`config.mk`:
```
export PLATFORM = sky130hd
export DESIGN_NAME = hsvrgb_duty
export DESIGN_NICKNAME = d
export VERILOG_FILES = /design/src/rtl/hsvrgb_pkg.sv /design/src/rtl/hsvrgb_duty.sv
export SDC_FILE = /design/constraint.sdc
export NUM_CORES = 2
export LEC_CHECK = 0
export BUFFER_PORTS_ARGS = -buffer_cell sky130_fd_sc_hd__buf_4
export CORE_MARGIN = 2
export CORE_UTILIZATION = 55
export DETAILED_ROUTE_END_ITERATION = 7
export PLACE_DENSITY = 0.72
export SYNTH_ARGS = -nofsm -noshare
export SYNTH_HDL_FRONTEND = slang
export SYNTH_SLANG_ARGS = --single-unit
```
`constraint.sdc`:
```
create_clock -name clk -period 11.2 [get_ports clk]
set_input_delay 2.24 -clock clk [delete_from_list [all_inputs] [get_ports clk]]
set_output_delay 2.24 -clock clk [all_outputs]
set_load 0.01 [all_outputs]
```
`src/rtl/hsvrgb_pkg.sv`:
```
package hsvrgb_pkg;

    localparam int unsigned HUE_W      = 9;
    localparam int unsigned PCT_W      = 7;
    localparam int unsigned LEVEL_W    = 8;
    localparam int unsigned DUTY_W     = 16;
    localparam int unsigned REM_W      = 6;
    localparam int unsigned NUM_W      = 14;
    localparam int unsigned PROD_W     = 20;
    localparam int unsigned APB_DATA_W = 32;
    localparam int unsigned APB_ADDR_W = 3;
    localparam int unsigned REG_IDX_W  = APB_ADDR_W - 2;

    localparam int unsigned HUE_RANGE   = 360;
    localparam int unsigned SECTOR_SPAN = 60;
    localparam int unsigned PCT_MAX     = 100;
    localparam int unsigned PCT_SQ      = 10000;
    localparam int unsigned LEVEL_MAX   = 255;

    // 5*r/3 by reciprocal, exact for r below 60
    localparam int unsigned FRAC_MUL   = 5 * 683;
    localparam int unsigned FRAC_SHIFT = 11;
    // x/100, exact for x up to 25500
    localparam int unsigned DIV100_MUL   = 5243;
    localparam int unsigned DIV100_SHIFT = 19;
    // x/10000, exact for x up to 1000000
    localparam int unsigned DIV10K_MUL   = 1717987;
    localparam int unsigned DIV10K_SHIFT = 34;
    // x/255, exact for x up to 255*65535
    localparam int unsigned DIV255_MUL   = 16843010;
    localparam int unsigned DIV255_SHIFT = 32;

    localparam logic [DUTY_W-1:0]    FULL_DUTY_RESET = 16'd8191;
    localparam logic [REG_IDX_W-1:0] REG_FULL_DUTY   = 1'd0;

    typedef logic [2:0] sector_t;

    localparam sector_t SEC_RED_YEL = 3'd0;
    localparam sector_t SEC_YEL_GRN = 3'd1;
    localparam sector_t SEC_GRN_CYN = 3'd2;
    localparam sector_t SEC_CYN_BLU = 3'd3;
    localparam sector_t SEC_BLU_MAG = 3'd4;
    localparam sector_t SEC_MAG_RED = 3'd5;

    typedef struct packed {
        logic [HUE_W-1:0] hue;
        logic [PCT_W-1:0] sat;
        logic [PCT_W-1:0] val;
    } hsv_t;

    typedef struct packed {
        sector_t          sector;
        logic [PCT_W-1:0] v;
        logic [PCT_W-1:0] p;
        logic [PCT_W-1:0] q;
        logic [PCT_W-1:0] t;
    } pqt_t;

    typedef struct packed {
        logic [LEVEL_W-1:0] red;
        logic [LEVEL_W-1:0] green;
        logic [LEVEL_W-1:0] blue;
    } rgb_level_t;

    typedef struct packed {
        logic [DUTY_W-1:0] red;
        logic [DUTY_W-1:0] green;
        logic [DUTY_W-1:0] blue;
    } rgb_duty_t;

    // pipeline control handed from the top to every stage block
    typedef struct packed {
        logic advance;
    } pipe_ctrl_t;

endpackage

```
`src/rtl/hsvrgb_duty.sv`:
```
module hsvrgb_duty
    import hsvrgb_pkg::*;
(
    input  logic              clk,
    input  logic              rst_n,
    input  pipe_ctrl_t        ctrl,
    input  logic [DUTY_W-1:0] full_duty,
    input  logic              in_valid,
    input  rgb_level_t        in_level,
    output logic              out_valid,
    output rgb_level_t        out_level,
    output rgb_duty_t         out_duty
);

    localparam int unsigned RAW_W  = LEVEL_W + DUTY_W;
    localparam int unsigned RECIP_W = RAW_W + 25;

    logic               s9_valid_reg;
    rgb_level_t         s9_level_reg;
    logic [RAW_W-1:0]   s9_red_reg;
    logic [RAW_W-1:0]   s9_green_reg;
    logic [RAW_W-1:0]   s9_blue_reg;
    logic [RECIP_W-1:0] red_prod;
    logic [RECIP_W-1:0] green_prod;
    logic [RECIP_W-1:0] blue_prod;
    logic               s10_valid_reg;
    rgb_level_t         s10_level_reg;
    rgb_duty_t          s10_duty_reg;

    // divide by 255 through the reciprocal
    assign red_prod   = RECIP_W'(s9_red_reg) * RECIP_W'(DIV255_MUL);
    assign green_prod = RECIP_W'(s9_green_reg) * RECIP_W'(DIV255_MUL);
    assign blue_prod  = RECIP_W'(s9_blue_reg) * RECIP_W'(DIV255_MUL);

    always_ff @(posedge clk or negedge rst_n)
    begin
        if (!rst_n)
        begin
            s9_valid_reg  <= 1'b0;
            s10_valid_reg <= 1'b0;
        end
        else if (ctrl.advance)
        begin
            s9_valid_reg  <= in_valid;
            s10_valid_reg <= s9_valid_reg;
        end
    end

    always_ff @(posedge clk)
    begin
        if (ctrl.advance)
        begin
            s9_level_reg <= in_level;
            s9_red_reg   <= RAW_W'(in_level.red) * RAW_W'(full_duty);
            s9_green_reg <= RAW_W'(in_level.green) * RAW_W'(full_duty);
            s9_blue_reg  <= RAW_W'(in_level.blue) * RAW_W'(full_duty);

            s10_level_reg      <= s9_level_reg;
            s10_duty_reg.red   <= red_prod[DIV255_SHIFT +: DUTY_W];
            s10_duty_reg.green <= green_prod[DIV255_SHIFT +: DUTY_W];
            s10_duty_reg.blue  <= blue_prod[DIV255_SHIFT +: DUTY_W];
        end
    end

    assign out_valid = s10_valid_reg;
    assign out_level = s10_level_reg;
    assign out_duty  = s10_duty_reg;

endmodule

```
==> results list <==
* Status: completed
* Share of the synthesized area in the top cell type: between 20% and 30%
- Max-cap violations: 0
* Initial DRT Pass Iterations: 5
- CTS saw 170 sinks.
- Hold is met by 0.4129 ns.
- 117 I/O pins were placed.
- After clock tree synthesis, the clock-pin slew on the worst setup and hold paths is about 0.08 ns.
* Endpoints failing setup: 0
- Largest area contributor in the synthesized netlist: sky130_fd_sc_hd__ha_1
- Sum of routed wire length over all layers: 55.20 mm
- After floorplanning, the core was sized to cover 48950 um^2.
* Netlist cell types: 69
- After synthesis the netlist holds a flip-flop and latch count of 170.
- The floorplan step defined a die boundary enclosing 51330 um^2.
- In the final routed layout, each cell accounts on average for 16.15 um.
- Post-detailed-route via-to-cell ratio: 5.374
- The final route contains 18370 vias.
- Starting Density: 55.66%
* Root cell of the clock tree: sky130_fd_sc_hd__clkbuf_16
* Met2 capacity usage during global routing: 40.90%
- The cell count after synthesis came out at 2662.
- After synthesis, the cell types taking the most area are sky130_fd_sc_hd__ha_1, sky130_fd_sc_hd__fa_1, sky130_fd_sc_hd__edfxtp_1, sky130_fd_sc_hd__inv_1, sky130_fd_sc_hd__and2_1.
- Syn nets: between 3000 and 4000
- Resize count post-CTS: 0
- Crit Path Max Fanout: 24
- Setup repair after global routing left no endpoint under its margin.
* Post-place setup slack: 4.070 ns
* X dimension of the die: 226.6 um
- Layout Nets: 3727
- Required time at the endpoint of the critical path: around 11 ns
- Counting I/O delays and the setup requirement, the final critical path takes 6.656 ns.
- The number of setup buffers added after CTS is 0.
* Slew at the pin closest to its max-slew limit: 0.9982 ns
- Post-synth top flop: sky130_fd_sc_hd__edfxtp_1
- F_max: 150.2 MHz
- Kind of capture point of the worst setup path: flip-flop
- Adding up every negative setup slack in the final design gives 0 ns.
* Max-slew headroom at the worst pin: 33.45%
* Detailed router's first-iteration violation count: 772
- GRT busiest layer: met2
- TritonCTS built the clock tree.
- The via count of the first global-routing pass came to 19510.
- Drt drc: 0
- The first global-routing pass estimated between 90 and 100 mm of wire.
- Worst Path Arrival: 6.88 ns
* Residual overflow from global routing: 0
- Share of synthesized flip-flops with an asynchronous set or reset: 1.176%
- Summed over all nets, the half-perimeter wirelength after detailed placement is 45.05 mm.
- Maximum clock path buffer count: 2
- Number of flip-flops in the largest register: 48
- Pin count of the biggest net entering global routing: 95
- The area growth from synthesis to layout is 7.500%.
* HP Class: flip-flop to flip-flop
- For met3 alone, demand over resource in global routing was 3.706%.
- The count of final max-slew check failures was 0.
- Type of the setup path with the least slack: primary input to flip-flop
- The initial antenna violation count is 3.
* M1 GR Usage: 28.94%
- A synthesized cell averages ~10 um^2.
- At the end of routability-driven placement, the weighted congestion stood at 0.9187.
- Once layout is complete, the utilization of the core stands at 59.83%.
* Total number of placement rows: 81
- Number of enable-type register cells in the synthesized netlist: 168
- Setup slack closes at 4.544 ns.
* Setup skew after layout: 0.01581 ns
- Number of warning messages in the yosys log: 0
* CTS H-Tree Depth: 4
- The detail route stage leaves a number of antenna-violating nets equal to 0.
- The final-report hold violation count was 0.
- Number of buffers created by CTS: 17
- In this run, post-CTS hold repair placed 0 buffers.
* Worst-Skew Late Latency: 0.49 ns
- For this run, the total global-route usage over all layers was measured as a little under a quarter.
* Critical path startpoint category: primary input
- Fraction of the cycle the final worst path needs: 59.43%
- Post-Syn Area: between 20000 and 30000 um^2
* Sequential fraction of the synthesis area: 18.70%
- Port buffer count: 116
- In the final layout, the share of cells above drive strength 1 is 6.030%.
- Measured along the y axis, the die boundary spans 226.6 um.
==> path summary, 6_finish.rpt <==
| path | to | cells after the start | slack, ns | from |
|---|---|---|---|---|
| hold reg to reg | out_level[22]$_DFFE_PP_ | 0 | 0.41 | s9_level_reg[22]$_DFFE_PP_ |
| min in group asynchronous | out_valid$_DFFE_PN0P_ | 1 | 1.51 | rst_n |
| max in group asynchronous | s9_valid_reg$_DFFE_PN0P_ | 1 | 9.60 | rst_n |
| hold / removal | out_level[22]$_DFFE_PP_ | 0 | 0.41 | s9_level_reg[22]$_DFFE_PP_ |
| setup / recovery | s9_green_reg[22]$_DFFE_PP_ | 19 | 4.54 | full_duty[5] |
| setup reg to reg | out_duty[14]$_DFFE_PP_ | 18 | 5.86 | s9_blue_reg[10]$_DFFE_PP_ |
==> synth_stat cells (12+ instances only) <==
library cell / number
sky130_fd_sc_hd__edfxtp_1: 168
sky130_fd_sc_hd__o21a_1: 18
sky130_fd_sc_hd__nor2_1: 53
sky130_fd_sc_hd__a21oi_1: 76
sky130_fd_sc_hd__nor3_1: 19
sky130_fd_sc_hd__fa_1: 300
sky130_fd_sc_hd__xnor2_1: 70
sky130_fd_sc_hd__o21ai_0: 12
sky130_fd_sc_hd__nand2b_1: 13
sky130_fd_sc_hd__nand2_1: 111
sky130_fd_sc_hd__inv_1: 550
sky130_fd_sc_hd__xor2_1: 22
sky130_fd_sc_hd__o211ai_1: 12
sky130_fd_sc_hd__clkbuf_1: 56
sky130_fd_sc_hd__ha_1: 642
sky130_fd_sc_hd__a21o_1: 43
sky130_fd_sc_hd__and2_1: 315
sky130_fd_sc_hd__o21ai_1: 30
sky130_fd_sc_hd__nand3_1: 22
==> worst max-delay path, stage by stage <==
cell	delay [ns]
sky130_fd_sc_hd__buf_4	0.23
sky130_fd_sc_hd__nand2_1	0.12
sky130_fd_sc_hd__fa_1	0.52
sky130_fd_sc_hd__fa_1	0.55
sky130_fd_sc_hd__inv_1	0.06
sky130_fd_sc_hd__fa_1	0.47
sky130_fd_sc_hd__inv_1	0.05
sky130_fd_sc_hd__fa_1	0.48
sky130_fd_sc_hd__inv_1	0.04
sky130_fd_sc_hd__ha_1	0.31
sky130_fd_sc_hd__o21ai_0	0.17
sky130_fd_sc_hd__nand2b_1	0.11
sky130_fd_sc_hd__a311oi_1	0.38
sky130_fd_sc_hd__o31ai_1	0.12
sky130_fd_sc_hd__a21o_1	0.23
sky130_fd_sc_hd__a311oi_2	0.35
sky130_fd_sc_hd__o21bai_1	0.11
sky130_fd_sc_hd__a21oi_1	0.21
sky130_fd_sc_hd__xnor2_1	0.10
==> metal layers <==
layer	wire (um)	vias up
li1	-	8853
met4	982	0
met3	2378	70
met1	24160	9097
met2	27680	348
met5	0	-
==> cells in the final DEF, fill, tap and decap left out, drive strengths merged, types with 5 or more instances in the layout <==
cell      n
xnor2    70
or3       5
inv     555
clkbuf   17
nand2   111
a21oi    77
xor2     22
and2    315
or2       6
a21o     43
fa      300
a211oi    9
nand3    22
buf     117
nor2b    11
o21ai    43
o211ai   13
a31oi    11
nor2     53
nor3     19
edfxtp  168
nand2b   13
o21a     19
clkinv    7
ha      642
o21bai    9
and3      8
nand4    11
==> stage by stage <==
stage	instances	area, um^2
after floorplan	2662	27240
after global placement	3386	28740
after detailed placement	3386	28740
after CTS	3417	29280
after global routing	3418	29290
final	3418	29290
==> layout make-up <==
type | instances | area (um^2)
antenna | 1 | 2.502
clock buffer | 17 | 425.4
clock inverter | 14 | 123.9
fill | 4004 | 19660
inverter | 553 | 2076
multi-input combinational | 1882 | 19850
sequential | 170 | 5095
tap | 664 | 830.8
timing repair buffer | 117 | 882.1
==> logic make-up (layout without fill, tap and decap cells) <==
group / after synthesis / count (layout) / share of synthesized area [%]
adders and majority gates: 942 / 942 / 51.53
buffers and inverters: 610 / 701 / 8.432
and+or+nand+nor: 579 / 579 / 11.65
AOI/OAI and AO/OA: 267 / 267 / 6.646
DFF: 170 / 170 / 18.70
xor gates and xnor gates: 92 / 92 / 2.958
muxes: 2 / 2 / 0.08266
other: 0 / 1 / 0
Power is not shown: default switching activity piles up to over one toggle a cycle in this logic, so the estimate is an artifact.
