## src/rtl/hsvrgb_pkg.sv

```systemverilog
package hsvrgb_pkg;

    localparam int unsigned HUE_W      = 9;
    localparam int unsigned PCT_W      = 7;
    localparam int unsigned LEVEL_W    = 8;
    localparam int unsigned DUTY_W     = 16;
    localparam int unsigned REM_W      = 6;
    localparam int unsigned NUM_W      = 14;
    localparam int unsigned PROD_W     = 20;
    localparam int unsigned APB_DATA_W = 32;
    localparam int unsigned APB_ADDR_W = 3;
    localparam int unsigned REG_IDX_W  = APB_ADDR_W - 2;

    localparam int unsigned HUE_RANGE   = 360;
    localparam int unsigned SECTOR_SPAN = 60;
    localparam int unsigned PCT_MAX     = 100;
    localparam int unsigned PCT_SQ      = 10000;
    localparam int unsigned LEVEL_MAX   = 255;

    // 5*r/3 by reciprocal, exact for r below 60
    localparam int unsigned FRAC_MUL   = 5 * 683;
    localparam int unsigned FRAC_SHIFT = 11;
    // x/100, exact for x up to 25500
    localparam int unsigned DIV100_MUL   = 5243;
    localparam int unsigned DIV100_SHIFT = 19;
    // x/10000, exact for x up to 1000000
    localparam int unsigned DIV10K_MUL   = 1717987;
    localparam int unsigned DIV10K_SHIFT = 34;
    // x/255, exact for x up to 255*65535
    localparam int unsigned DIV255_MUL   = 16843010;
    localparam int unsigned DIV255_SHIFT = 32;

    localparam logic [DUTY_W-1:0]    FULL_DUTY_RESET = 16'd8191;
    localparam logic [REG_IDX_W-1:0] REG_FULL_DUTY   = 1'd0;

    typedef logic [2:0] sector_t;

    localparam sector_t SEC_RED_YEL = 3'd0;
    localparam sector_t SEC_YEL_GRN = 3'd1;
    localparam sector_t SEC_GRN_CYN = 3'd2;
    localparam sector_t SEC_CYN_BLU = 3'd3;
    localparam sector_t SEC_BLU_MAG = 3'd4;
    localparam sector_t SEC_MAG_RED = 3'd5;

    typedef struct packed {
        logic [HUE_W-1:0] hue;
        logic [PCT_W-1:0] sat;
        logic [PCT_W-1:0] val;
    } hsv_t;

    typedef struct packed {
        sector_t          sector;
        logic [PCT_W-1:0] v;
        logic [PCT_W-1:0] p;
        logic [PCT_W-1:0] q;
        logic [PCT_W-1:0] t;
    } pqt_t;

    typedef struct packed {
        logic [LEVEL_W-1:0] red;
        logic [LEVEL_W-1:0] green;
        logic [LEVEL_W-1:0] blue;
    } rgb_level_t;

    typedef struct packed {
        logic [DUTY_W-1:0] red;
        logic [DUTY_W-1:0] green;
        logic [DUTY_W-1:0] blue;
    } rgb_duty_t;

    // pipeline control handed from the top to every stage block
    typedef struct packed {
        logic advance;
    } pipe_ctrl_t;

endpackage

```

## src/rtl/hsvrgb_pqt.sv

```systemverilog
module hsvrgb_pqt
    import hsvrgb_pkg::*;
(
    input  logic       clk,
    input  logic       rst_n,
    input  pipe_ctrl_t ctrl,
    input  logic       in_valid,
    input  hsv_t       in_hsv,
    output logic       out_valid,
    output pqt_t       out_pqt
);

    // stage 1: hue wrap and percent clamp
    logic [HUE_W-1:0] s1_hue_next;
    logic [PCT_W-1:0] s1_sat_next;
    logic [PCT_W-1:0] s1_val_next;
    logic             s1_valid_reg;
    logic [HUE_W-1:0] s1_hue_reg;
    logic [PCT_W-1:0] s1_sat_reg;
    logic [PCT_W-1:0] s1_val_reg;

    assign s1_hue_next = (in_hsv.hue >= HUE_W'(HUE_RANGE)) ?
                         in_hsv.hue - HUE_W'(HUE_RANGE) : in_hsv.hue;
    assign s1_sat_next = (in_hsv.sat > PCT_W'(PCT_MAX)) ? PCT_W'(PCT_MAX) : in_hsv.sat;
    assign s1_val_next = (in_hsv.val > PCT_W'(PCT_MAX)) ? PCT_W'(PCT_MAX) : in_hsv.val;

    // stage 2: sector and offset inside the sector
    sector_t          s2_sector_next;
    logic [HUE_W-1:0] s2_base;
    logic [REM_W-1:0] s2_rem_next;
    logic             s2_valid_reg;
    sector_t          s2_sector_reg;
    logic [REM_W-1:0] s2_rem_reg;
    logic [PCT_W-1:0] s2_sat_reg;
    logic [PCT_W-1:0] s2_val_reg;

    always_comb
    begin
        if (s1_hue_reg >= HUE_W'(5 * SECTOR_SPAN))
        begin
            s2_sector_next = SEC_MAG_RED;
            s2_base        = HUE_W'(5 * SECTOR_SPAN);
        end
        else if (s1_hue_reg >= HUE_W'(4 * SECTOR_SPAN))
        begin
            s2_sector_next = SEC_BLU_MAG;
            s2_base        = HUE_W'(4 * SECTOR_SPAN);
        end
        else if (s1_hue_reg >= HUE_W'(3 * SECTOR_SPAN))
        begin
            s2_sector_next = SEC_CYN_BLU;
            s2_base        = HUE_W'(3 * SECTOR_SPAN);
        end
        else if (s1_hue_reg >= HUE_W'(2 * SECTOR_SPAN))
        begin
            s2_sector_next = SEC_GRN_CYN;
            s2_base        = HUE_W'(2 * SECTOR_SPAN);
        end
        else if (s1_hue_reg >= HUE_W'(SECTOR_SPAN))
        begin
            s2_sector_next = SEC_YEL_GRN;
            s2_base        = HUE_W'(SECTOR_SPAN);
        end
        else
        begin
            s2_sector_next = SEC_RED_YEL;
            s2_base        = '0;
        end
    end

    assign s2_rem_next = REM_W'(s1_hue_reg - s2_base);

    // stage 3: fraction f = 5*rem/3, on a 0..98 scale
    localparam int unsigned FRAC_PROD_W = REM_W + 12;
    logic [FRAC_PROD_W-1:0] s3_frac_prod;
    logic                   s3_valid_reg;
    sector_t                s3_sector_reg;
    logic [PCT_W-1:0]       s3_frac_reg;
    logic [PCT_W-1:0]       s3_sat_reg;
    logic [PCT_W-1:0]       s3_val_reg;

    assign s3_frac_prod = FRAC_PROD_W'(s2_rem_reg) * FRAC_PROD_W'(FRAC_MUL);

    // stage 4: numerators for p, q and t
    logic [NUM_W-1:0] s4_fs;
    logic [PCT_W-1:0] s4_frac_inv;
    logic [NUM_W-1:0] s4_ts;
    logic             s4_valid_reg;
    sector_t          s4_sector_reg;
    logic [PCT_W-1:0] s4_val_reg;
    logic [PCT_W-1:0] s4_pnum_reg;
    logic [NUM_W-1:0] s4_qnum_reg;
    logic [NUM_W-1:0] s4_tnum_reg;

    assign s4_fs       = NUM_W'(s3_frac_reg) * NUM_W'(s3_sat_reg);
    assign s4_frac_inv = PCT_W'(PCT_MAX) - s3_frac_reg;
    assign s4_ts       = NUM_W'(s3_sat_reg) * NUM_W'(s4_frac_inv);

    // stage 5: scale by brightness
    logic             s5_valid_reg;
    sector_t          s5_sector_reg;
    logic [PCT_W-1:0] s5_val_reg;
    logic [NUM_W-1:0] s5_pv_reg;
    logic [PROD_W-1:0] s5_qv_reg;
    logic [PROD_W-1:0] s5_tv_reg;

    // stage 6: divide by 100 and 10000
    localparam int unsigned P_PROD_W = NUM_W + 13;
    localparam int unsigned Q_PROD_W = PROD_W + 21;
    logic [P_PROD_W-1:0] s6_p_prod;
    logic [Q_PROD_W-1:0] s6_q_prod;
    logic [Q_PROD_W-1:0] s6_t_prod;
    logic                s6_valid_reg;
    pqt_t                s6_pqt_reg;

    assign s6_p_prod = P_PROD_W'(s5_pv_reg) * P_PROD_W'(DIV100_MUL);
    assign s6_q_prod = Q_PROD_W'(s5_qv_reg) * Q_PROD_W'(DIV10K_MUL);
    assign s6_t_prod = Q_PROD_W'(s5_tv_reg) * Q_PROD_W'(DIV10K_MUL);

    always_ff @(posedge clk or negedge rst_n)
    begin
        if (!rst_n)
        begin
            s1_valid_reg <= 1'b0;
            s2_valid_reg <= 1'b0;
            s3_valid_reg <= 1'b0;
            s4_valid_reg <= 1'b0;
            s5_valid_reg <= 1'b0;
            s6_valid_reg <= 1'b0;
        end
        else if (ctrl.advance)
        begin
            s1_valid_reg <= in_valid;
            s2_valid_reg <= s1_valid_reg;
            s3_valid_reg <= s2_valid_reg;
            s4_valid_reg <= s3_valid_reg;
            s5_valid_reg <= s4_valid_reg;
            s6_valid_reg <= s5_valid_reg;
        end
    end

    always_ff @(posedge clk)
    begin
        if (ctrl.advance)
        begin
            s1_hue_reg <= s1_hue_next;
            s1_sat_reg <= s1_sat_next;
            s1_val_reg <= s1_val_next;

            s2_sector_reg <= s2_sector_next;
            s2_rem_reg    <= s2_rem_next;
            s2_sat_reg    <= s1_sat_reg;
            s2_val_reg    <= s1_val_reg;

            s3_sector_reg <= s2_sector_reg;
            s3_frac_reg   <= s3_frac_prod[FRAC_SHIFT +: PCT_W];
            s3_sat_reg    <= s2_sat_reg;
            s3_val_reg    <= s2_val_reg;

            s4_sector_reg <= s3_sector_reg;
            s4_val_reg    <= s3_val_reg;
            s4_pnum_reg   <= PCT_W'(PCT_MAX) - s3_sat_reg;
            s4_qnum_reg   <= NUM_W'(PCT_SQ) - s4_fs;
            s4_tnum_reg   <= NUM_W'(PCT_SQ) - s4_ts;

            s5_sector_reg <= s4_sector_reg;
            s5_val_reg    <= s4_val_reg;
            s5_pv_reg     <= NUM_W'(s4_val_reg) * NUM_W'(s4_pnum_reg);
            s5_qv_reg     <= PROD_W'(s4_val_reg) * PROD_W'(s4_qnum_reg);
            s5_tv_reg     <= PROD_W'(s4_val_reg) * PROD_W'(s4_tnum_reg);

            s6_pqt_reg.sector <= s5_sector_reg;
            s6_pqt_reg.v      <= s5_val_reg;
            s6_pqt_reg.p      <= s6_p_prod[DIV100_SHIFT +: PCT_W];
            s6_pqt_reg.q      <= s6_q_prod[DIV10K_SHIFT +: PCT_W];
            s6_pqt_reg.t      <= s6_t_prod[DIV10K_SHIFT +: PCT_W];
        end
    end

    assign out_valid = s6_valid_reg;
    assign out_pqt   = s6_pqt_reg;

endmodule

```

## config.mk

```make
export PLATFORM = sky130hd
export DESIGN_NAME = hsvrgb_pqt
export DESIGN_NICKNAME = d
export VERILOG_FILES = /design/src/rtl/hsvrgb_pkg.sv /design/src/rtl/hsvrgb_pqt.sv
export SDC_FILE = /design/constraint.sdc
export NUM_CORES = 2
export LEC_CHECK = 0
export BUFFER_PORTS_ARGS = -buffer_cell sky130_fd_sc_hd__buf_2
export CORE_ASPECT_RATIO = 2
export CORE_MARGIN = 2
export CORE_UTILIZATION = 35
export CTS_BUF_LIST = sky130_fd_sc_hd__clkbuf_8
export DETAILED_ROUTE_END_ITERATION = 16
export GPL_ROUTABILITY_DRIVEN = 0
export GPL_TIMING_DRIVEN = 1
export SETUP_SLACK_MARGIN = 0.5
export SYNTH_ARGS = -nofsm -noshare
export SYNTH_HDL_FRONTEND = slang
export SYNTH_SLANG_ARGS = --single-unit
```

## constraint.sdc

```tcl
create_clock -name clk -period 16 [get_ports clk]
set_input_delay 1.6 -clock clk [delete_from_list [all_inputs] [get_ports clk]]
set_output_delay 1.6 -clock clk [all_outputs]
set_load 0.005 [all_outputs]
```

==> flow_summary.ini <==
[finish]
drive_gt1_share_pct = 4.576
area_growth_pct = 7.669
largest_reg_flops = 31
final_nets = 4904
fillerInstances = 10220

[drt]
wl_per_cell_um = 16.46
via_per_inst = 4.770
final_antenna_net_count = 0
vias = 23800
drtIter0Drc = 638
routed_wl_um = 82120
drcViolationCount = 0
drtPass1Iterations = 5

[critical_path]
arrival_ns = 6.78
cp-start-kind = flop
crit_fanout = 6
crit_required_ns = 16.37
reg2reg_slack_ns = 9.58
r2r_start = s5_qv_reg[3]
critical_path_class = reg2reg
rr_endpoint = out_pqt[12]
r2r_cells = 19
endpoint_kind = flop
startpoint = s5_qv_reg[3]

[clock_tree]
cts.clk_slew.worst_paths_ns = 0.07
cts_max_path_buffers = 3
clock_sinks = 214
cts_tree = built
clock_latency_ns = 0.63
cts_resized = 0
cts_setup_buffers = 0
cts_root_buf = clkbuf_8
htree_levels = 2
cts-buffers-inserted = 39
ctsHoldBuffers = 0

[yosys]
synth.largest_area_cell = fa_1
ys_types = 76
synthArstFlopShare_pct = 2.804
netlist.area_leader.share_pct = 31.52
yosys_warnings = 0
syn_area_mm2 = 0.03677
ys_ff_latch = 214
synth_area_leaders = fa_1, ha_1, edfxtp_1
ys.flop_type = edfxtp_1
syn_avg_cell_area_um2 = 10.41
syn_inst = 3531
synth_edf_count = 208
syn-num-nets = 4837
ys_seq_area_share_pct = 17.39

[flow_run]
cap_violations = 0

[sta]
worst_slack_ns = 9.585
fin_tns_setup_ns = 0
drv_slew = 0
skew_ns = 0.02694
post-route-min-period_ns = 6.415
final_hold_viol_count = 0
setup_viol = 0
max_freq_mhz = 155.9
period_share_pct = 40.10
rsz0062_at_grt = false
whs_ns = 0.4129
relSlewSlack_pct = 33.91
worst_pin_slew_ns = 0.9902

[placement]
post-place-ws_ns = 9.654
place_hpwl_um = 70910
io_buffers = 58

[floorplan]
core_area_mm2 = 0.1045
die_y_um = 462.4
fp-row-count = 168
die_width_um = 233.2
ios = 59
die_area_mm2 = 0.1078
start_util_pct = 35.20

[hold_path]
hp-class = reg2reg
hold_path_depth = 0
hold_start = s2_val_reg[6]
holdPathEnd = s3_val_reg[6]

[global_routing]
grt_pass1_vias = 27130
grt_pass1_wl_um = 135800
globalRouteOverflowTotal = 0
groute.usage.overall_pct = 16.09
antenna_found_initial = 1
grt_max_degree = 148

[run_status]
status = complete, no violations
## how the worst max path moves through the flow
stage               slack [ns]          end
floorplan                10.21   out_pqt[5]
global placement          9.69  out_pqt[12]
detailed placement        9.65  out_pqt[12]
CTS                       9.62  out_pqt[12]
global route              9.24  out_pqt[12]
finish                    9.58  out_pqt[12]
## area by class of cell
cell class | count | area [µm²] | area share [%]
inverters | 937 | 3517 | 8.883
repair buffers | 67 | 380.4 | 0.9607
clock inverters | 31 | 340.3 | 0.8596
diodes | 1 | 2.502 | 0.006320
multi-input cells | 2339 | 26700 | 67.45
clock buffers | 40 | 550.5 | 1.390
flip-flops and latches | 214 | 6396 | 16.15
well taps | 1360 | 1702 | 4.298
## logic make-up after synthesis
| logic type | count (synthesis) | share of synthesized area (%) |
|---|---|---|
| adders and majority gates | 1280 | 55.37 |
| and+or+nand+nor | 614 | 8.421 |
| xor gates and xnor gates | 120 | 2.858 |
| muxes | 7 | 0.2144 |
| buffers and inverters | 978 | 9.986 |
| AOI/OAI and AO/OA | 318 | 5.760 |
| DFF | 214 | 17.39 |
## metal layers
layer | vias up | GRT usage [%] | part of all wire (%)
met1 | 11880 | 14.73 | 33
met2 | 344 | 32.92 | 58
met3 | 225 | 1.589 | 2.1
li1 | 11350 | - | -
met5 | - | 0 | 0
met4 | 0 | 9.361 | 6.6
## cell usage after synthesis (all sizes together) (5+ instances only)
cell type and count:
nor3 27, nor4 6, a21o 46, xnor2 85, o21ai 65, a21oi 86
inv 937, nand3 27, a211o 5, nand4 17, edfxtp 208, and3 10
nand2b 12, nor2 77, a221oi 5, xor2 35, or2 13, o21bai 12
o211ai 10, nor2b 30, clkbuf 40, fa 579, a2111oi 5, o31ai 11
a211oi 14, o41ai 7, dfrtp 6, a31oi 8, ha 700, o21a 10
and2 149, or3 7, nand2 218, mux2 7
## cell usage in the layout (no fill, tap or decap), drive strengths merged, types with 6 or more instances in the layout
master  Yosys  routed
a211oi     14      14
a21o       46      46
a21oi      86      86
a31oi       8       8
and2      149     149
and3       10      10
buf         1      67
bufinv      0       7
clkbuf     40      40
clkinv      0      13
dfrtp       6       6
edfxtp    208     208
fa        579     579
ha        700     700
inv       937     943
mux2        7       7
nand2     218     218
nand2b     12      12
nand3      27      27
nand4      17      17
nor2       77      77
nor2b      30      30
nor3       27      27
nor4        6       6
o211ai     10      10
o21a       10      10
o21ai      65      65
o21bai     12      12
o31ai      11      11
o41ai       7       7
or2        13      13
or3         7       7
xnor2      85      85
xor2       35      35
## worst max-delay path: stages (launching register included)
cell and delay (ns):
edfxtp_1 0.52, ha_1 0.44, inv_1 0.12, fa_1 0.47, fa_1 0.49, fa_1 0.51
inv_1 0.05, fa_1 0.47, fa_1 0.54, inv_1 0.05, fa_1 0.50, inv_1 0.04
ha_1 0.33, a21oi_1 0.19, o22ai_1 0.11, o41ai_1 0.26, nand3_1 0.36, a221o_1 0.45
a21oi_1 0.18, xnor2_1 0.07
## through the flow
stage	cell area, µm²	std cells	utilization, %
global route	39590	4989	37.90
global placement	38700	4917	37.04
floorplan	36770	3531	-
detailed placement	38700	4917	37.04
finish	39590	4989	37.90
CTS	39590	4988	37.90
Power is left out: the tool's default activity adds up to more than one toggle a clock period on the data nets, which glitch-free logic cannot reach.
