File: src/rtl/hsvrgb_pkg.sv
package hsvrgb_pkg;

    localparam int unsigned HUE_W      = 9;
    localparam int unsigned PCT_W      = 7;
    localparam int unsigned LEVEL_W    = 8;
    localparam int unsigned DUTY_W     = 16;
    localparam int unsigned REM_W      = 6;
    localparam int unsigned NUM_W      = 14;
    localparam int unsigned PROD_W     = 20;
    localparam int unsigned APB_DATA_W = 32;
    localparam int unsigned APB_ADDR_W = 3;
    localparam int unsigned REG_IDX_W  = APB_ADDR_W - 2;

    localparam int unsigned HUE_RANGE   = 360;
    localparam int unsigned SECTOR_SPAN = 60;
    localparam int unsigned PCT_MAX     = 100;
    localparam int unsigned PCT_SQ      = 10000;
    localparam int unsigned LEVEL_MAX   = 255;

    // 5*r/3 by reciprocal, exact for r below 60
    localparam int unsigned FRAC_MUL   = 5 * 683;
    localparam int unsigned FRAC_SHIFT = 11;
    // x/100, exact for x up to 25500
    localparam int unsigned DIV100_MUL   = 5243;
    localparam int unsigned DIV100_SHIFT = 19;
    // x/10000, exact for x up to 1000000
    localparam int unsigned DIV10K_MUL   = 1717987;
    localparam int unsigned DIV10K_SHIFT = 34;
    // x/255, exact for x up to 255*65535
    localparam int unsigned DIV255_MUL   = 16843010;
    localparam int unsigned DIV255_SHIFT = 32;

    localparam logic [DUTY_W-1:0]    FULL_DUTY_RESET = 16'd8191;
    localparam logic [REG_IDX_W-1:0] REG_FULL_DUTY   = 1'd0;

    typedef logic [2:0] sector_t;

    localparam sector_t SEC_RED_YEL = 3'd0;
    localparam sector_t SEC_YEL_GRN = 3'd1;
    localparam sector_t SEC_GRN_CYN = 3'd2;
    localparam sector_t SEC_CYN_BLU = 3'd3;
    localparam sector_t SEC_BLU_MAG = 3'd4;
    localparam sector_t SEC_MAG_RED = 3'd5;

    typedef struct packed {
        logic [HUE_W-1:0] hue;
        logic [PCT_W-1:0] sat;
        logic [PCT_W-1:0] val;
    } hsv_t;

    typedef struct packed {
        sector_t          sector;
        logic [PCT_W-1:0] v;
        logic [PCT_W-1:0] p;
        logic [PCT_W-1:0] q;
        logic [PCT_W-1:0] t;
    } pqt_t;

    typedef struct packed {
        logic [LEVEL_W-1:0] red;
        logic [LEVEL_W-1:0] green;
        logic [LEVEL_W-1:0] blue;
    } rgb_level_t;

    typedef struct packed {
        logic [DUTY_W-1:0] red;
        logic [DUTY_W-1:0] green;
        logic [DUTY_W-1:0] blue;
    } rgb_duty_t;

    // pipeline control handed from the top to every stage block
    typedef struct packed {
        logic advance;
    } pipe_ctrl_t;

endpackage

File: src/rtl/hsvrgb_level.sv
module hsvrgb_level
    import hsvrgb_pkg::*;
(
    input  logic       clk,
    input  logic       rst_n,
    input  pipe_ctrl_t ctrl,
    input  logic       in_valid,
    input  pqt_t       in_pqt,
    output logic       out_valid,
    output rgb_level_t out_level
);

    localparam int unsigned SCALED_W = PCT_W + LEVEL_W;
    localparam int unsigned LVL_PROD_W = SCALED_W + 13;

    logic [PCT_W-1:0]    red_pct;
    logic [PCT_W-1:0]    green_pct;
    logic [PCT_W-1:0]    blue_pct;
    logic                s7_valid_reg;
    logic [SCALED_W-1:0] s7_red_reg;
    logic [SCALED_W-1:0] s7_green_reg;
    logic [SCALED_W-1:0] s7_blue_reg;
    logic [LVL_PROD_W-1:0] red_prod;
    logic [LVL_PROD_W-1:0] green_prod;
    logic [LVL_PROD_W-1:0] blue_prod;
    logic                s8_valid_reg;
    rgb_level_t          s8_level_reg;

    always_comb
    begin
        case (in_pqt.sector)
            SEC_RED_YEL:
            begin
                red_pct = in_pqt.v; green_pct = in_pqt.t; blue_pct = in_pqt.p;
            end
            SEC_YEL_GRN:
            begin
                red_pct = in_pqt.q; green_pct = in_pqt.v; blue_pct = in_pqt.p;
            end
            SEC_GRN_CYN:
            begin
                red_pct = in_pqt.p; green_pct = in_pqt.v; blue_pct = in_pqt.t;
            end
            SEC_CYN_BLU:
            begin
                red_pct = in_pqt.p; green_pct = in_pqt.q; blue_pct = in_pqt.v;
            end
            SEC_BLU_MAG:
            begin
                red_pct = in_pqt.t; green_pct = in_pqt.p; blue_pct = in_pqt.v;
            end
            default:
            begin
                red_pct = in_pqt.v; green_pct = in_pqt.p; blue_pct = in_pqt.q;
            end
        endcase
    end

    assign red_prod   = LVL_PROD_W'(s7_red_reg) * LVL_PROD_W'(DIV100_MUL);
    assign green_prod = LVL_PROD_W'(s7_green_reg) * LVL_PROD_W'(DIV100_MUL);
    assign blue_prod  = LVL_PROD_W'(s7_blue_reg) * LVL_PROD_W'(DIV100_MUL);

    always_ff @(posedge clk or negedge rst_n)
    begin
        if (!rst_n)
        begin
            s7_valid_reg <= 1'b0;
            s8_valid_reg <= 1'b0;
        end
        else if (ctrl.advance)
        begin
            s7_valid_reg <= in_valid;
            s8_valid_reg <= s7_valid_reg;
        end
    end

    always_ff @(posedge clk)
    begin
        if (ctrl.advance)
        begin
            s7_red_reg   <= SCALED_W'(red_pct) * SCALED_W'(LEVEL_MAX);
            s7_green_reg <= SCALED_W'(green_pct) * SCALED_W'(LEVEL_MAX);
            s7_blue_reg  <= SCALED_W'(blue_pct) * SCALED_W'(LEVEL_MAX);

            s8_level_reg.red   <= red_prod[DIV100_SHIFT +: LEVEL_W];
            s8_level_reg.green <= green_prod[DIV100_SHIFT +: LEVEL_W];
            s8_level_reg.blue  <= blue_prod[DIV100_SHIFT +: LEVEL_W];
        end
    end

    assign out_valid = s8_valid_reg;
    assign out_level = s8_level_reg;

endmodule

File: config.mk
export PLATFORM = sky130hd
export DESIGN_NAME = hsvrgb_level
export DESIGN_NICKNAME = d
export VERILOG_FILES = /design/src/rtl/hsvrgb_pkg.sv /design/src/rtl/hsvrgb_level.sv
export SDC_FILE = /design/constraint.sdc
export NUM_CORES = 1
export LEC_CHECK = 0
export BUFFER_PORTS_ARGS = -buffer_cell sky130_fd_sc_hd__buf_2
export CORE_AREA = 2 2 175 177
export CTS_BUF_LIST = sky130_fd_sc_hd__clkbuf_16
export DETAILED_ROUTE_END_ITERATION = 8
export DIE_AREA = 0 0 177 179
export GPL_TIMING_DRIVEN = 0
export PLACE_DENSITY = 0.77
export SLEW_MARGIN = 25
export SYNTH_ARGS = -nofsm -noshare
export SYNTH_HDL_FRONTEND = slang
export SYNTH_SLANG_ARGS = --single-unit
File: constraint.sdc
create_clock -name clk -period 6.4 [get_ports clk]
set_clock_uncertainty 0.05 [all_clocks]
set_input_delay 0 -clock clk [delete_from_list [all_inputs] [get_ports clk]]
set_output_delay 0 -clock clk [all_outputs]
set_load 0.05 [all_outputs]
==> impl_metrics.prom <==
# TYPE chip_impl_metric gauge
chip_impl_metric{name="y_dimension_of_the_die",unit="um"} 179
chip_impl_metric{name="synth_cells",unit=""} 1771
chip_impl_metric{name="worst-path-max-fanout",unit=""} 10
chip_impl_info{name="timing.rr.end",value="out_level[23]$_DFFE_PP_"} 1
chip_impl_info{name="endpoint_kind",value="register"} 1
chip_impl_metric{name="timing_hold_violations_final",unit=""} 0
chip_impl_metric{name="vias",unit=""} 11900
chip_impl_metric{name="worst_skew_pair.late_latency",unit="ns"} 0.35
chip_impl_metric{name="fp.coreArea",unit="sq um"} 30000
chip_impl_info{name="cp_cell_sequence",value="buf_2 -> inv_1 -> nand2_1 -> buf_2 -> buf_1 -> nor2_1 -> o32ai_1 -> inv_1 -> fa_1 -> inv_1 -> fa_1 -> fa_1 -> fa_1 -> inv_1 -> ha_1 -> inv_1 -> o21bai_1 -> a2111oi_2 -> nor4b_1 -> nor4_1 -> a311o_1"} 1
chip_impl_metric{name="route.detailed.wl_per_inst",unit="um"} 14.9
chip_impl_metric{name="area.sequential",unit="sq um"} 2120
chip_impl_metric{name="worst_hold_slack",unit="ns"} 0.259
chip_impl_metric{name="timing.reg2reg.worst_path_depth",unit=""} 15
chip_impl_metric{name="antenna-diode-count",unit=""} 0
chip_impl_metric{name="worst-slew-pin-transition",unit="ns"} 0.889
chip_impl_metric{name="n_fill_cell",unit=""} 2368
chip_impl_info{name="synth_ff_type",value="sky130_fd_sc_hd__edfxtp_1"} 1
chip_impl_metric{name="cts_buffer_depth",unit=""} 2
chip_impl_metric{name="synth-edff-count",unit=""} 69
chip_impl_metric{name="grt_pass1_wl",unit="um"} 57900
chip_impl_metric{name="cts_repair_resize_count",unit=""} 0
chip_impl_info{name="worstHoldEndpoint",value="s7_red_reg[0]$_DFFE_PP_"} 1
chip_impl_metric{name="grt_pass1_vias",unit=""} 12600
chip_impl_metric{name="gr-total-overflow",unit=""} 0
chip_impl_metric{name="clock_sink_count",unit=""} 71
chip_impl_metric{name="preCtsSetupSlack",unit="ns"} 0.135
chip_impl_metric{name="post-dp-hpwl",unit="um"} 29000
chip_impl_metric{name="dieArea",unit="sq um"} 31700
chip_impl_info{name="critical_path.reg2reg.startpoint",value="s7_red_reg[13]$_DFFE_PP_"} 1
chip_impl_metric{name="ys_ff_latch",unit=""} 71
chip_impl_metric{name="maxCapViolations",unit=""} 0
chip_impl_metric{name="floorplan.io_pins",unit=""} 60
chip_impl_metric{name="dr.pass1.iters",unit=""} 5
chip_impl_metric{name="fin_cells",unit=""} 2245
chip_impl_info{name="layout_commonest_cell",value="sky130_fd_sc_hd__inv_1"} 1
chip_impl_metric{name="max_slew_violations",unit=""} 0
chip_impl_metric{name="grt_use_total",unit="%"} 22.8
chip_impl_metric{name="critical_path_required",unit="ns"} 6.44
chip_impl_metric{name="setup_slack",unit="ns"} 0.470
chip_impl_metric{name="clk_pin_slew",unit="ns"} 0.06
chip_impl_metric{name="layout-drive-gt1-share",unit="%"} 5.95
chip_impl_metric{name="post-place-cells",unit=""} 2225
chip_impl_info{name="critPathLaunch",value="in_pqt[30]"} 1
chip_impl_metric{name="post_synthesis_instance_area",unit="sq um"} 17600
chip_impl_metric{name="asyncSetResetFlopFracSynth",unit="%"} 2.82
chip_impl_metric{name="timing.reg2reg.setup_slack",unit="ns"} 1.07
chip_impl_metric{name="gpl.final_weighted_congestion",unit=""} 0.922
chip_impl_info{name="cpMostUsedCell",value="sky130_fd_sc_hd__inv_1"} 1
chip_impl_info{name="most-common-layout-cells",value="sky130_fd_sc_hd__inv_1 (537), sky130_fd_sc_hd__ha_1 (400), sky130_fd_sc_hd__fa_1 (257), sky130_fd_sc_hd__edfxtp_1 (69), sky130_fd_sc_hd__buf_2 (62)"} 1
chip_impl_metric{name="ctsHoldBuffers",unit=""} 4
chip_impl_info{name="worstHoldStart",value="in_pqt[14]"} 1
chip_impl_metric{name="syn_to_final_growth",unit="%"} 6.93
chip_impl_info{name="cts_tree",value="done"} 1
chip_impl_info{name="status",value="complete, no violations"} 1
chip_impl_metric{name="drc_markers",unit=""} 0
chip_impl_metric{name="multi_input_combinational_cell_area",unit="sq um"} 13400
chip_impl_metric{name="placementRows",unit=""} 64
chip_impl_metric{name="setup_viol",unit=""} 0
chip_impl_metric{name="starting_density",unit="%"} 58.7
chip_impl_metric{name="ys_warn_count",unit=""} 0
chip_impl_metric{name="final.setup.tns",unit="ns"} 0
chip_impl_metric{name="tritoncts.num_buffers",unit=""} 9
chip_impl_metric{name="syn-num-nets",unit=""} 2463
chip_impl_metric{name="post_cts_buffers",unit=""} 0
chip_impl_metric{name="syn_area_per_cell",unit="sq um"} 9.95
chip_impl_metric{name="initial_detailed_routing_violation_count",unit=""} 470
chip_impl_metric{name="final.min_clock_period",unit="ns"} 5.93
chip_impl_metric{name="postRouteAntennaNets",unit=""} 0
chip_impl_metric{name="seq_area_frac_synth",unit="%"} 12.0
chip_impl_metric{name="slowest_delay",unit="ns"} 0.67
chip_impl_info{name="setup_repair_after_global_routing_missed_its_margin",value="false"} 1
chip_impl_metric{name="drt-vias-per-instance",unit=""} 5.32
chip_impl_info{name="crit_slowest_cell",value="sky130_fd_sc_hd__fa_1"} 1
chip_impl_info{name="clk_root_buffer_cell",value="sky130_fd_sc_hd__clkbuf_16"} 1
chip_impl_metric{name="clock_tree.htree_level_count",unit=""} 3
chip_impl_metric{name="die_w",unit="um"} 177
chip_impl_metric{name="largest_register_ff_count",unit=""} 24
chip_impl_metric{name="max_slew_margin",unit="%"} 40.1
chip_impl_info{name="holdCritPathClass",value="in -> reg"} 1
chip_impl_metric{name="synth.lib_cells_used.distinct",unit=""} 58
chip_impl_metric{name="min_delay_path_depth",unit=""} 3
chip_impl_metric{name="placement.io_buffers",unit=""} 57
chip_impl_metric{name="fin_crit_sh",unit="%"} 92.7
chip_impl_metric{name="max_clock_freq",unit="MHz"} 169
chip_impl_metric{name="maximum_number_of_pins_on_one_net_before_global_route_repair",unit=""} 56
chip_impl_metric{name="finalWirelength",unit="um"} 33400
chip_impl_metric{name="final_nets",unit=""} 2536
chip_impl_info{name="startpoint_type",value="input port"} 1
chip_impl_metric{name="timing.critical_path.arrival",unit="ns"} 5.97
chip_impl_info{name="setup.worst_path.class",value="in -> reg"} 1
chip_impl_metric{name="grt_antenna_before_repair",unit=""} 0
area by class of cell:
class | instances | share of cell area, %
Buffer | 16 | 0.359
Clock buffer | 9 | 1.20
Clock inverter | 7 | 0.724
Inverter | 536 | 10.7
Multi-Input combinational cell | 1148 | 71.3
Sequential cell | 71 | 11.3
Tap cell | 396 | 2.63
Timing Repair Buffer | 62 | 1.89
synthesized netlist by cell type, types with 7 or more instances:
| library cell | count | area, sq um |
|---|---|---|
| sky130_fd_sc_hd__o221ai_1 | 11 | 96.3 |
| sky130_fd_sc_hd__fa_1 | 257 | 5140 |
| sky130_fd_sc_hd__ha_1 | 400 | 5000 |
| sky130_fd_sc_hd__a211oi_1 | 8 | 60.1 |
| sky130_fd_sc_hd__edfxtp_1 | 69 | 2070 |
| sky130_fd_sc_hd__nor2b_1 | 12 | 75.1 |
| sky130_fd_sc_hd__clkbuf_1 | 7 | 26.3 |
| sky130_fd_sc_hd__xor2_1 | 15 | 131 |
| sky130_fd_sc_hd__or3_1 | 12 | 75.1 |
| sky130_fd_sc_hd__nor3_1 | 15 | 75.1 |
| sky130_fd_sc_hd__mux2i_1 | 14 | 140 |
| sky130_fd_sc_hd__xnor2_1 | 60 | 526 |
| sky130_fd_sc_hd__inv_1 | 536 | 2010 |
| sky130_fd_sc_hd__nand3_1 | 15 | 75.1 |
| sky130_fd_sc_hd__a21oi_1 | 46 | 230 |
| sky130_fd_sc_hd__o21ai_0 | 44 | 220 |
| sky130_fd_sc_hd__a21o_1 | 27 | 203 |
| sky130_fd_sc_hd__nor2_1 | 46 | 173 |
| sky130_fd_sc_hd__nand4_1 | 11 | 68.8 |
| sky130_fd_sc_hd__mux2_2 | 10 | 113 |
| sky130_fd_sc_hd__o21bai_1 | 7 | 52.6 |
| sky130_fd_sc_hd__o21a_1 | 16 | 120 |
| sky130_fd_sc_hd__nand2_1 | 40 | 150 |
worst max-delay path by stage:
stage | cells after the start | end
final | 21 | s7_red_reg[12]$_DFFE_PP_
after global routing | 21 | s7_red_reg[12]$_DFFE_PP_
after CTS | 21 | s7_red_reg[12]$_DFFE_PP_
after detailed placement | 21 | s7_red_reg[12]$_DFFE_PP_
after global placement | 21 | s7_red_reg[12]$_DFFE_PP_
after floorplan | 20 | s7_red_reg[12]$_DFFE_PP_
per-layer routing:
| layer | global-route usage, % | vias to the layer above | wire (um) | share of wire, % |
|---|---|---|---|---|
| met5 | 0 | - | 0 | 0 |
| met4 | 5.68 | 0 | 596 | 1.8 |
| met3 | 2.63 | 48 | 1350 | 4.0 |
| met2 | 38.7 | 234 | 15900 | 48 |
| met1 | 31.4 | 5830 | 15600 | 47 |
| li1 | - | 5830 | - | - |
critical path: cells and delay by family:
family / cells / cell delay, ns
AO/OA/AOI/OAI: 4 / 1.28
adder cells (fa/ha/maj): 5 / 2.59
buffers and inverters: 8 / 1.35
AND/OR/NAND/NOR: 4 / 0.74
cell families after synthesis:
group,Yosys count,share of synthesized area (%)
muxes,24,1.43
AOI/OAI and AO/OA,217,8.54
buffers and inverters,552,11.8
DFF,71,12.0
and+or+nand+nor,175,4.82
adders and majority gates,657,57.6
xor gates and xnor gates,75,3.73
per-stage QoR:
stage               instance area, sq um  utilization, %
floorplan                          17600               -
global placement                   18400            61.3
detailed placement                 18400            61.4
CTS                                18800            62.7
global route                       18800            62.7
finish                             18800            62.7
Power is left out: the tool's default activity adds up to more than one toggle a clock period on the data nets, which glitch-free logic cannot reach.
