File: config.mk
export PLATFORM = sky130hd
export DESIGN_NAME = hsvrgb_apb_regs
export DESIGN_NICKNAME = d
export VERILOG_FILES = /design/src/rtl/hsvrgb_pkg.sv /design/src/rtl/hsvrgb_apb_regs.sv
export SDC_FILE = /design/constraint.sdc
export NUM_CORES = 1
export LEC_CHECK = 0
export BUFFER_PORTS_ARGS = -buffer_cell sky130_fd_sc_hd__buf_4
export CAP_MARGIN = 30
export CELL_PAD_IN_SITES_DETAIL_PLACEMENT = 1
export CELL_PAD_IN_SITES_GLOBAL_PLACEMENT = 1
export CORE_UTILIZATION = 25
export CTS_CLUSTER_SIZE = 14
export DETAILED_ROUTE_END_ITERATION = 7
export PLACE_DENSITY_LB_ADDON = 0.1
export SYNTH_ARGS = -nofsm -noshare
export SYNTH_HDL_FRONTEND = slang
export SYNTH_SLANG_ARGS = --single-unit
File: constraint.sdc
create_clock -name clk -period 1 [get_ports clk]
set_clock_uncertainty 0.1 [all_clocks]
set_input_delay 0 -clock clk [delete_from_list [all_inputs] [get_ports clk]]
set_output_delay 0 -clock clk [all_outputs]
set_load 0.01 [all_outputs]
File: src/rtl/hsvrgb_pkg.sv
package hsvrgb_pkg;

    localparam int unsigned HUE_W      = 9;
    localparam int unsigned PCT_W      = 7;
    localparam int unsigned LEVEL_W    = 8;
    localparam int unsigned DUTY_W     = 16;
    localparam int unsigned REM_W      = 6;
    localparam int unsigned NUM_W      = 14;
    localparam int unsigned PROD_W     = 20;
    localparam int unsigned APB_DATA_W = 32;
    localparam int unsigned APB_ADDR_W = 3;
    localparam int unsigned REG_IDX_W  = APB_ADDR_W - 2;

    localparam int unsigned HUE_RANGE   = 360;
    localparam int unsigned SECTOR_SPAN = 60;
    localparam int unsigned PCT_MAX     = 100;
    localparam int unsigned PCT_SQ      = 10000;
    localparam int unsigned LEVEL_MAX   = 255;

    // 5*r/3 by reciprocal, exact for r below 60
    localparam int unsigned FRAC_MUL   = 5 * 683;
    localparam int unsigned FRAC_SHIFT = 11;
    // x/100, exact for x up to 25500
    localparam int unsigned DIV100_MUL   = 5243;
    localparam int unsigned DIV100_SHIFT = 19;
    // x/10000, exact for x up to 1000000
    localparam int unsigned DIV10K_MUL   = 1717987;
    localparam int unsigned DIV10K_SHIFT = 34;
    // x/255, exact for x up to 255*65535
    localparam int unsigned DIV255_MUL   = 16843010;
    localparam int unsigned DIV255_SHIFT = 32;

    localparam logic [DUTY_W-1:0]    FULL_DUTY_RESET = 16'd8191;
    localparam logic [REG_IDX_W-1:0] REG_FULL_DUTY   = 1'd0;

    typedef logic [2:0] sector_t;

    localparam sector_t SEC_RED_YEL = 3'd0;
    localparam sector_t SEC_YEL_GRN = 3'd1;
    localparam sector_t SEC_GRN_CYN = 3'd2;
    localparam sector_t SEC_CYN_BLU = 3'd3;
    localparam sector_t SEC_BLU_MAG = 3'd4;
    localparam sector_t SEC_MAG_RED = 3'd5;

    typedef struct packed {
        logic [HUE_W-1:0] hue;
        logic [PCT_W-1:0] sat;
        logic [PCT_W-1:0] val;
    } hsv_t;

    typedef struct packed {
        sector_t          sector;
        logic [PCT_W-1:0] v;
        logic [PCT_W-1:0] p;
        logic [PCT_W-1:0] q;
        logic [PCT_W-1:0] t;
    } pqt_t;

    typedef struct packed {
        logic [LEVEL_W-1:0] red;
        logic [LEVEL_W-1:0] green;
        logic [LEVEL_W-1:0] blue;
    } rgb_level_t;

    typedef struct packed {
        logic [DUTY_W-1:0] red;
        logic [DUTY_W-1:0] green;
        logic [DUTY_W-1:0] blue;
    } rgb_duty_t;

    // pipeline control handed from the top to every stage block
    typedef struct packed {
        logic advance;
    } pipe_ctrl_t;

endpackage

File: src/rtl/hsvrgb_apb_regs.sv
module hsvrgb_apb_regs
    import hsvrgb_pkg::*;
(
    input  logic                  clk,
    input  logic                  rst_n,
    input  logic                  psel,
    input  logic                  penable,
    input  logic                  pwrite,
    input  logic [APB_ADDR_W-1:0] paddr,
    input  logic [APB_DATA_W-1:0] pwdata,
    output logic [APB_DATA_W-1:0] prdata,
    output logic                  pready,
    output logic [DUTY_W-1:0]     full_duty
);

    logic [DUTY_W-1:0]    full_duty_reg;
    logic [DUTY_W-1:0]    full_duty_next;
    logic [REG_IDX_W-1:0] reg_idx;
    logic                 wr_en;

    // byte address bits below the word are ignored
    assign reg_idx = paddr[APB_ADDR_W-1:2];
    assign wr_en   = psel && penable && pwrite;

    always_comb
    begin
        full_duty_next = full_duty_reg;
        if (wr_en && (reg_idx == REG_FULL_DUTY))
        begin
            full_duty_next = pwdata[DUTY_W-1:0];
        end
    end

    always_ff @(posedge clk or negedge rst_n)
    begin
        if (!rst_n)
        begin
            full_duty_reg <= FULL_DUTY_RESET;
        end
        else
        begin
            full_duty_reg <= full_duty_next;
        end
    end

    always_comb
    begin
        prdata = '0;
        if (reg_idx == REG_FULL_DUTY)
        begin
            prdata = {{(APB_DATA_W-DUTY_W){1'b0}}, full_duty_reg};
        end
    end

    assign pready    = 1'b1;
    assign full_duty = full_duty_reg;

endmodule

==> results of run 1 <==
-- layout make-up --
type                    count  area [sq um]  area share
repair buffers             92           885       0.479
multi-input cells          50           450       0.244
flip-flops and latches     16           417       0.226
well taps                  46          57.6      0.0312
clock buffers               4          36.3      0.0197
-- cells in the final DEF, fill, tap and decap left out, types with 3 or more instances in the layout --
| master | Yosys | routed |
|---|---|---|
| buf_4 | 17 | 37 |
| buf_6 | 1 | 37 |
| conb_1 | 2 | 17 |
| dlygate4sd3_1 | 0 | 17 |
| dfstp_2 | 13 | 13 |
| mux2_4 | 10 | 12 |
| and2b_1 | 6 | 6 |
| nor2b_1 | 10 | 4 |
| mux2_2 | 6 | 4 |
| nor2b_2 | 0 | 3 |
| nor2b_4 | 0 | 3 |
| clkbuf_4 | 0 | 3 |
| dfrtp_1 | 3 | 3 |
-- what timing repair did --
item	CTS	global route
endpoints found under the hold margin	32	0
endpoints found under the setup margin	29	34
setup buffers	14	9
hold buffers	17	0
gates resized for setup	25	26
-- layer usage --
metal,global-route usage,wire length [microns],vias to the layer above
met5,0,0,-
li1,-,-,376
met2,0.270,1540,37
met1,0.137,962,397
met3,0.0146,120,2
met4,0.0610,27,0
-- kinds of logic after synthesis --
kind of cell / after synthesis / synth area share
buffers and inverters: 19 / 0.156
and+or+nand+nor: 17 / 0.143
muxes: 16 / 0.238
DFF: 16 / 0.455
other: 2 / 0.00820
-- report_power, final --
part	leakage [nW]	internal (mW)	switching (mW)
sequential	0.173	0.876	0.106
combinational	0.761	1.02	0.481
clock	0.0210	0.221	0.204
-- final timing paths --
kind | depth (start not counted) | to | start
setup / recovery | 2 | prdata[11] | full_duty[11]
hold / removal | 2 | full_duty[14] | rst_n
setup reg to reg | 3 | full_duty[8] | full_duty[8]
hold reg to reg | 1 | full_duty[15] | full_duty[15]
max in group asynchronous | 2 | full_duty[1] | rst_n
min in group clk | 4 | full_duty[9] | penable
==> results by group, run 1 <==
Timing
  – Hold slack: 0.0248 ns
  – Fmax: 809 MHz
  – Post-route clock period utilization: 1.24
  – Final Setup Violations: 34
  – Unrepaired setup endpoints after global routing: true
  – Slew Limit Fails: 0
  – Final Worst Setup Slack: -0.237 ns
  – Crit path time final: 1.24 ns
  – Final Hold Viols: 0
  – Setup_tns: -4.12 ns

Worst setup path
  – Critical Path RT: 0.90 ns
  – Buffers & Inverters on Critical Path: 1
  – CP peak stage delay: 0.56 ns
  – CP delay by family, top: flip-flops
  – Critical path startpoint category: flip-flop
  – Worst Path Max Fanout: 3
  – Worst reg2reg setup slack: -0.01 ns
  – Arrival time worst endpoint: 1.14 ns
  – Crit path cell chain: nor2b_1 -> buf_4
  – Slowest cell on crit path: dfstp_2
  – Crit Path Class: reg -> out
  – Setup crit end kind: output pin

Status
  – Violated checks: setup timing
  – Outcome: finished, violations left

Placement
  – DP Area: 0.00131 sq mm
  – Dpl hpwl: 1560 microns
  – Buffers added on ports: 53
  – Final RePlAce weighted congestion: 0.637
  – Pre-CTS setup slack: 0.0343 ns
  – Placed cell count: 167

CTS
  – CTS Sinks: 16
  – CTS Buf Count: 3
  – Longest Clk Path Bufs: 2
  – Skew-Pair Late Insertion Delay: 0.27 ns
  – H-tree levels: 1
  – Clock transition at path regs: 0.10 ns
  – Root buf cell: clkbuf_4
  – CTS tree: yes

Global route
  – Overall Global Routing Usage: 0.135
  – Initial antenna violation count: 0
  – Pin count of the biggest net entering global routing: 17
  – Vias in the first global route: 872
  – First-pass GRT wire length: 4130 microns
  – Remaining Overflow, GRT: 0

Power
  – Pwr/cell area: 1570 mW/mm^2
  – Static Leak: 0.954 nW
  – VDD IR max: 0.000642 V
  – Final Power: 2.91 mW

Logic synthesis
  – Synthesized area: 916 sq um
  – Synthesized area per cell: 13.1 sq um
  – Number of enable flip-flop cells after synthesis: 0
  – Synth unique cells: 11
  – Share of the synthesized area in the top cell type: 0.373
  – Fraction of registers with async set/reset: 1.00
  – Most frequent cell after synthesis: buf_4
  – Synth area leaders: dfstp_2 (37%), mux2_4 (16%), buf_4 (14%)
  – Top_reg_cell synth: dfstp_2
  – Leading area contributor after synthesis: dfstp_2
  – Post-synthesis cell count: 70
  – FF+latch count, synth: 16
  – Synth top cells by count: buf_4 (17), dfstp_2 (13), mux2_4 (10), nor2b_1 (10)
  – Synth warn: 0
  – Seq/Total Area, Yosys: 0.455

Floorplanning
  – Die Height: 62.5 microns
  – Core box area: 0.00342 sq mm
  – Die Wd: 62.5 microns
  – Initial Util: 0.268
  – Full die area: 0.00391 sq mm
  – Rows: 21
  – I/O pins: 89

Cells and area
  – Finished Core Util: 0.540
  – Nets: 203
  – Antenna cells: 0
  – Post-route design area: 0.00185 sq mm
  – FILL cells: 366
  – Finished Layout Cells: 208
  – Share of layout cells above drive strength 1: 0.710
  – Area Overhead vs Synth: 102%
  – Max FFs per register: 16

Hold path
  – Worst hold path class: in -> async

Route
  – Post-DRT Antenna Nets: 0
  – Routed vias: 812
  – Routed WL per cell: 12.7 microns
  – Vias/cell: 3.90
  – DR iter-0 viols: 2
  – Routed WL: 2650 microns
  – # DRC: 0
  – Detailed Routing Iterations Pass 1: 2

Job
  – Max cap viols: 0
(Power assumes the default switching activity.)
==> run 2: changes to the inputs <==
--- a/config.mk
+++ b/config.mk
@@ -9,10 +9,12 @@
 export CAP_MARGIN = 30
 export CELL_PAD_IN_SITES_DETAIL_PLACEMENT = 1
 export CELL_PAD_IN_SITES_GLOBAL_PLACEMENT = 1
+export CORE_MARGIN = 3
 export CORE_UTILIZATION = 25
 export CTS_CLUSTER_SIZE = 14
 export DETAILED_ROUTE_END_ITERATION = 7
 export PLACE_DENSITY_LB_ADDON = 0.1
+export RECOVER_POWER = 100
 export SYNTH_ARGS = -nofsm -noshare
 export SYNTH_HDL_FRONTEND = slang
 export SYNTH_SLANG_ARGS = --single-unit
==> run 2 against run 1 <==
  * The flow still finishes with violations (setup timing)
  * Utilization is 0.81 points lower
  * Via count fell by 1.4%
  * Combinational power is 3% lower
  * Largest power group unchanged
  * Hold slack better by 0.085 ns
==> results by group, run 2 (synthesized netlist as in run 1, its figures left out) <==
CTS
  – Root buf cell: clkbuf_8 (was clkbuf_4)
  – Skew-Pair Late Insertion Delay: 0.25 ns (was 0.27 ns)
  – CTS Buf Count: 3 (unchanged)
  – CTS tree: yes (unchanged)
  – CTS Sinks: 16 (unchanged)
  – Longest Clk Path Bufs: 2 (unchanged)
  – Clock transition at path regs: 0.07 ns (was 0.10 ns)
  – H-tree levels: 1 (unchanged)

Power
  – Final Power: 2.95 mW (was 2.91 mW)
  – VDD IR max: 0.000681 V (was 0.000642 V)
  – Clock power share: 0.171 (was 0.146)
  – Combinational share of power: 0.495 (was 0.516)
  – Static Leak: 0.932 nW (was 0.954 nW)
  – Switching power: 0.812 mW (was 0.791 mW)
  – Pwr/cell area: 1610 mW/mm^2 (was 1570 mW/mm^2)
  – Share of power burned in registers: 0.334 (was 0.338)
  – Int Power: 2.14 mW (was 2.11 mW)
  – Sw Ratio: 0.275 (was 0.272)

Worst setup path
  – Critical path startpoint category: flip-flop (unchanged)
  – Setup crit end kind: output pin (unchanged)
  – Arrival time worst endpoint: 1.06 ns (was 1.14 ns)
  – Crit path launch: full_duty[4] (was full_duty[11])
  – Crit Path Class: reg -> out (unchanged)
  – Worst Path Max Fanout: 2 (was 3)
  – RR Startpoint: full_duty[5] (was full_duty[8])
  – Critical Path RT: 0.90 ns (about the same)

Route
  – Routed WL per cell: 13.8 microns (was 12.7 microns)
  – Vias/cell: 3.91 (was 3.90)
  – Routed WL: 2820 microns (was 2650 microns)
  – Routed vias: 801 (was 812)
  – Detailed Routing Iterations Pass 1: 2 (unchanged)
  – # DRC: 0 (unchanged)
  – DR iter-0 viols: 3 (was 2)
  – Post-DRT Antenna Nets: 0 (unchanged)

Global route
  – Remaining Overflow, GRT: 0 (unchanged)
  – Initial antenna violation count: 0 (unchanged)
  – First-pass GRT wire length: 4170 microns (was 4130 microns)
  – Overall Global Routing Usage: 0.129 (was 0.135)
  – Pin count of the biggest net entering global routing: 17 (unchanged)
  – Vias in the first global route: 843 (was 872)

Timing
  – Final Setup Violations: 31 (was 34)
  – Hold slack: 0.110 ns (was 0.0248 ns)
  – Crit path time final: 1.16 ns (was 1.24 ns)
  – Setup_tns: -2.66 ns (was -4.12 ns)
  – Slew Limit Fails: 0 (unchanged)
  – Final Hold Viols: 0 (unchanged)
  – Unrepaired setup endpoints after global routing: true (unchanged)
  – Fmax: 864 MHz (was 809 MHz)
  – Final Worst Setup Slack: -0.158 ns (was -0.237 ns)
  – Post-route clock period utilization: 1.16 (was 1.24)

Floorplanning
  – Initial Util: 0.266 (was 0.268)
  – Core box area: 0.00344 sq mm (was 0.00342 sq mm)
  – I/O pins: 89 (unchanged)
  – Die Height: 66.5 microns (was 62.5 microns)
  – Full die area: 0.00443 sq mm (was 0.00391 sq mm)
  – Die Wd: 66.5 microns (was 62.5 microns)
  – Rows: 21 (unchanged)

Status
  – Outcome: finished, violations left (unchanged)
  – Violated checks: setup timing (unchanged)

Cells and area
  – Finished Core Util: 0.532 (was 0.540)
  – Finished Layout Cells: 205 (was 208)
  – Most frequent cells in the layout: buf_6 (38), buf_4 (28), conb_1 (17), dlygate4sd3_1 (17), dfstp_2 (12) (was buf_4 (37), buf_6 (37), conb_1 (17), dlygate4sd3_1 (17), dfstp_2 (13))
  – Nets: 200 (was 203)
  – Max FFs per register: 16 (unchanged)
  – Commonest non-fill, non-tap cell in the layout: buf_6
  – FILL cells: 372 (was 366)
  – Antenna cells: 0 (unchanged)
  – Area Overhead vs Synth: 100% (was 102%)
  – Share of layout cells above drive strength 1: 0.698 (was 0.710)

Placement
  – Final RePlAce weighted congestion: 0.569 (was 0.637)
  – Buffers added on ports: 53 (unchanged)
  – Placed cell count: 167 (unchanged)
  – Dpl hpwl: 1630 microns (was 1560 microns)

Hold path
  – Worst hold path class: in -> async (unchanged)

Job
  – Max cap viols: 0 (unchanged)
-- run 2: changes by cell type in the layout (fill, tap and decap cells not counted), moves of 2 or more --
cell / delta
buf_4: -9
clkbuf_1: +2
clkbuf_8: +2
mux2_2: +2
mux2_4: -2
nor2b_1: -2
-- run 2: per-stage QoR --
stage	instance area (sq um)	worst slack, ns
after floorplan	972	0.120
after global placement	1310	0.0392
after detailed placement	1310	0.0281
after CTS	1740	-0.148
after global routing	1830	-0.187
final	1830	-0.158
-- run 2: final timing paths --
| path | endpoint | cells after the start | slack, ns |
|---|---|---|---|
| max | prdata[4] | 2 | -0.16 |
| min | full_duty[15] | 2 | 0.11 |
| max reg2reg | full_duty[5] | 3 | -0.01 |
| min reg2reg | full_duty[14] | 1 | 0.44 |
| max in group asynchronous | full_duty[4] | 2 | 0.36 |
| min in group clk | full_duty[7] | 4 | 0.21 |
-- run 2: layer usage --
| layer | vias up | global-route usage | part of all wire |
|---|---|---|---|
| met5 | - | 0 | 0 |
| met4 | 0 | 0.0533 | 0.0089 |
| met3 | 2 | 0.0236 | 0.073 |
| met2 | 45 | 0.238 | 0.54 |
| met1 | 384 | 0.143 | 0.38 |
| li1 | 370 | - | - |
-- run 2: power by group through the flow --
stage | Combinational [mW] | Sequential, mW | Clock [mW]
6_report | 1.46 | 0.986 | 0.504
5_1_grt | 1.57 | 1.00 | 0.560
4_1_cts | 1.31 | 0.969 | 0.531
3_5_place_dp | 0.889 | 0.994 | 0
3_3_place_gp | 0.880 | 0.984 | 0
2_1_floorplan | 0.396 | 1.05 | 0
-- run 2: layout make-up --
type,instances,area (sq um),area share
sequential,16,417,0.227
clock buffer,4,45.0,0.0246
multi-input combinational,50,453,0.247
timing repair buffer,89,860,0.469
tap,46,57.6,0.0314
-- run 2: worst max-delay path: stages (launching register included) --
cell	delay, ns
dfstp_2	0.54
nor2b_2	0.14
buf_4	0.13
-- run 2: timing repair --
| action | 4_1_cts | 5_1_grt |
|---|---|---|
| setup endpoints to repair | 28 | 34 |
| resized for setup | 26 | 21 |
| hold buffers | 17 | 0 |
| setup buffers | 14 | 3 |
| hold endpoints to repair | 32 | 0 |
